### config.mk
export PLATFORM = sky130hd
export DESIGN_NAME = pcc_ram
export DESIGN_NICKNAME = d
export VERILOG_FILES = /design/src/rtl/core/pcc_ram.sv
export SDC_FILE = /design/constraint.sdc
export NUM_CORES = 1
export LEC_CHECK = 0
export ABC_AREA = 1
export BUFFER_PORTS_ARGS = -buffer_cell sky130_fd_sc_hd__buf_2
export CORE_ASPECT_RATIO = 2
export CORE_MARGIN = 2
export CORE_UTILIZATION = 60
export DETAILED_ROUTE_END_ITERATION = 10
export PLACE_DENSITY_LB_ADDON = 0.12
export RECOVER_POWER = 100
export SETUP_SLACK_MARGIN = 0.3
export SYNTH_ARGS = -nofsm -noshare
export SYNTH_HDL_FRONTEND = slang
export SYNTH_SLANG_ARGS = --single-unit
### constraint.sdc
create_clock -name clk -period 6.9 [get_ports clk]
set_input_delay 1.38 -clock clk [delete_from_list [all_inputs] [get_ports clk]]
set_output_delay 1.38 -clock clk [all_outputs]
set_load 0.05 [all_outputs]
### src/rtl/core/pcc_ram.sv
// Generic simple dual-port RAM: one write port, one registered read port.
// No dependencies.
`default_nettype none

module pcc_ram #(
  parameter int WIDTH  = 8,
  parameter int DEPTH  = 64,
  parameter int ADDR_W = (DEPTH > 1) ? $clog2(DEPTH) : 1
) (
  input  wire logic              clk,
  input  wire logic              we,
  input  wire logic [ADDR_W-1:0] waddr,
  input  wire logic [WIDTH-1:0]  wdata,
  input  wire logic [ADDR_W-1:0] raddr,
  output logic      [WIDTH-1:0]  rdata
);

  logic [WIDTH-1:0] mem [DEPTH];

  always_ff @(posedge clk) begin
    if (we) mem[waddr] <= wdata;
    rdata <= mem[raddr];
  end

endmodule

`default_nettype wire

# Word-level counts from Yosys, hierarchy flattened
# Memories as Yosys holds them, arrays and structs flattened. A register that Yosys moved wholly into a read port is not among the register bits.
# Index checks and enable logic that the tools add are counted.
[classes]
addsub = 0
multipliers = 0
div = 0
n_lt_le_gt_ge = 0
eq_ne = 0
n_shift = 0
mux = 2
n_bitwise = 0
n_reduce_logical = 0
[ops]
columns = ["operator", "n"]
rows = [
  ["2-to-1 mux 1 bit", 2],
]
[word_totals]
ff_bits = 0
latch_bits = 0
mem_bits_rw = 512
rom_bits = 0
inputBits = 22
out_inout_bits = 8
elab_cells = 3
n_memories = 1
[memory_table]
columns = ["memory", "words", "word_bits", "read_ports", "rd_ports_with_merged_regs", "write_ports", "line_no", "source"]
rows = [
  ["mem", 64, 8, 1, 1, 1, "18", "logic [WIDTH-1:0] mem [DEPTH];"],
]

# Logic depth before layout (Yosys ltp)
[depth]
ltp_word = 2
ltp_mapped = 12
depth_no_buf = 9

# Worst setup path before layout
# OpenSTA, ideal clock, no wires.
[synth_path]
path_type = "input-to-reg"
from = "input port we"
to = "memory mem[48][0] (enable)"
setup_time_ns = 0.395
arrival_ns = 2.751
required_time_ns = 6.505
slack_ns = 3.754
stages = 3
n_path_buf = 1
cell_sequence = "clkbuf_1 nand4_1 nor4_1"
[synth_between]
elab_chain_cells = 2
[synth_rtl]
columns = ["element", "line_no", "source"]
rows = [
  ["start, declared", "11", "input wire logic we,"],
  ["2-to-1 mux 1 bit", "21", "if (we) mem[waddr] <= wdata;"],
  ["2-to-1 mux 1 bit (implied by the code)", "21", ""],
  ["end, declared", "18", ""],
]
# Every way passes these cells.

# Final worst setup path
[layout_path]
from = "input port wdata[6]"
to = "memory mem[37][6], data pin"
[layout_rtl]
columns = ["element", "line_no", "source"]
rows = [
  ["start, declared", "13", "input wire logic [WIDTH-1:0] wdata,"],
]
# Straight into the memory's write port.

==> flow_summary.toml <==
[cts]
cts_made_buffers = 43
cts_resized = 0
cts_post_setup_buffers_inserted = 0
clk_pin_slew_ns = 0.07
cts-hold-fix-buffers = 0
clock-sinks = 520
cts_max_level = 2
clk-insertion-delay-late_ns = 0.56
root_buffer = "clkbuf_16"
cts_tree = "built"
clock_path_buffers = 3

[synth]
syn_area_mm2 = 0.02134
netlist_instances = 1805
synth_nets = 1827
syn_avg_cell_area_um2 = 11.82
netlist-cell-type-count = 16
yosysWarnings = 0
seq_area_frac_synth_pct = 72.80
synth_seq_cells = 520

[finish]
diodes = 0
stdcell_count = 2266
final_util_pct = 64.83
area_growth_pct = 6.561
drive_above_1_share_pct = 4.997
num-fill-cells = 2702
fin_nets = 1812

[routing]
firstDrtPassIters = 5
drc = 0
totalWireLength_mm = 53.19
postRouteAntennaNets = 0
wire_per_inst_um = 23.47
drtIter0Drc = 1233
via_count = 13640
via_per_inst = 6.020

[floorplanning]
fp.dieW_um = 137.4
die_h_um = 270.7
core_area_mm2 = 0.03507
start_util_pct = 60.84
die-area_mm2 = 0.03718
num_io_pins = 30
rows = 97

[global_route]
grt_pass1_vias = 13410
overflow = 0
grt_pass1_wl_mm = 78.80
grt_use_total_pct = 29.01
antenna_found_initial = 0
grt_max_degree = 148

[setup_path]
cp-end-kind = "flip-flop"
cp_data_arrival_time_ns = 3.89
critPathSlowestCell = "clkbuf_1"
cp-start-kind = "input pin"
cp_cell_sequence = "buf_2 > clkbuf_1"
path_buf_inv = 2
crit_fanout = 64
slowest_delay_ns = 2.39
crit_type = "in2reg"
cp.required_ns = 6.76
crit_family = "buffers and inverters"

[timing]
tns_ns = 0
hold_viol = 0
setup_viol = 0
min_period_over_period_pct = 58.43
slew_viol_final = 520
fmax_ghz = 0.2480
slew_headroom_pct = -127.7
fin_crit_ns = 4.032
skew_ns = 0.01048
worst_slack_ns = 2.868
tightest_slew_ns = 3.415
rsz0062_at_grt = "no"

[placed_design]
io_buffers = 29
dp.cells = 2190
hpwl_mm = 31.06
gp_congestion = 0.8639
dp_worst_setup_slack_ns = 2.652

[status]
violations = "capacitance limit, slew limit"
status = "complete, but fails checks"

[power]
p_leak_nw = 8.059
p_total_w = 0.006336
irDropWorstVdd_uv = 257.5
powerDensity_mw_per_mm2 = 278.6

[flow_run]
drv_cap = 8

[min_path]
hold_class = "reg2reg"
-- cells in the mapped netlist --
master	n	area, µm²
nand2_1	648	2432
edfxtp_1	512	15370
nand3_1	439	2197
nor2_1	56	210.2
buf_2	37	185.2
buf_6	35	394.1
clkbuf_1	15	56.30
buf_4	14	105.1
buf_1	10	37.54
inv_1	10	37.54
nand4_1	9	56.30
dfxtp_1	8	160.2
nor4_1	8	50.05
buf_8	2	30.03
inv_2	1	3.750
inv_6	1	8.760
-- layout by cell type (no fill, tap or decap) --
cell type and count:
clkinvlp_4 4, nand2_1 648, edfxtp_1 512, buf_6 1
inv_1 9, inv_6 2, nand3_1 439, buf_2 16
bufinv_16 3, buf_4 7, dfxtp_1 8, nor2_1 56
nand4_1 9, nor4_1 8, clkbuf_1 33, clkbuf_16 45
buf_12 2, clkinv_4 3, inv_2 1, clkinv_1 8
clkinv_2 6, inv_4 1
-- sequential cells by signal (all words and copies together), names as in the netlist --
register	flops
mem	512
rdata	8
-- tightest hold or removal path: stages (launching register included) --
cell      delay, ns
edfxtp_1       0.33
nand2_1        0.05
nand3_1        0.06
nand3_1        0.06
nand2_1        0.07
nand2_1        0.04
nand3_1        0.06
nand3_1        0.07
nand2_1        0.05
-- through the flow --
step	hold WS (ns)	cell area (µm²)
after floorplan	0.7217	21340
after global placement	0.7797	21450
after detailed placement	0.7864	21450
after CTS	0.8072	22810
after global routing	0.8951	22740
final	0.8118	22740
-- per-layer routing --
| layer | GRT usage, % | wire, µm | up-vias |
|---|---|---|---|
| li1 | - | - | 6295 |
| met1 | 33.15 | 18500 | 6634 |
| met2 | 52.40 | 28620 | 560 |
| met3 | 3.541 | 3128 | 152 |
| met4 | 14.68 | 2938 | 0 |
| met5 | 0 | 0 | - |
-- final cells by class --
class                      count  area (µm²)  area share, %
tap                          445       556.8          2.449
sequential                   520       15530          68.32
inverter                      12       52.55         0.2311
clock inverter                25       215.2         0.9464
multi-input combinational   1160        4946          21.75
clock buffer                  51        1149          5.051
timing repair buffer          53       285.3          1.255
-- power by group --
| part | internal [W] | switching, W | total [W] | leakage, nW |
|---|---|---|---|---|
| registers | 0.00350 | 0.00000879 | 0.00351 | 4.67 |
| clock network | 0.00131 | 0.00110 | 0.00241 | 0.658 |
| logic | 0.0000888 | 0.000328 | 0.000417 | 2.73 |
-- cell families after synthesis --
| logic type | Yosys count | share of synthesized area [%] |
|---|---|---|
| AND/OR/NAND/NOR | 1160 | 23.18 |
| flip-flops | 520 | 72.80 |
| buffers and inverters | 125 | 4.022 |
-- final timing paths --
path / slack, ns / from / cells past startpoint / endpoint
min: 0.81 / mem[50][4]$_DFFE_PP_ / 8 / rdata[4]$_DFF_P_
min reg2reg: 0.81 / mem[50][4]$_DFFE_PP_ / 8 / rdata[4]$_DFF_P_
max: 2.87 / wdata[6] / 2 / mem[37][6]$_DFFE_PP_
max reg2reg: 5.44 / mem[3][3]$_DFFE_PP_ / 8 / rdata[3]$_DFF_P_
(Power assumes the default switching activity.)
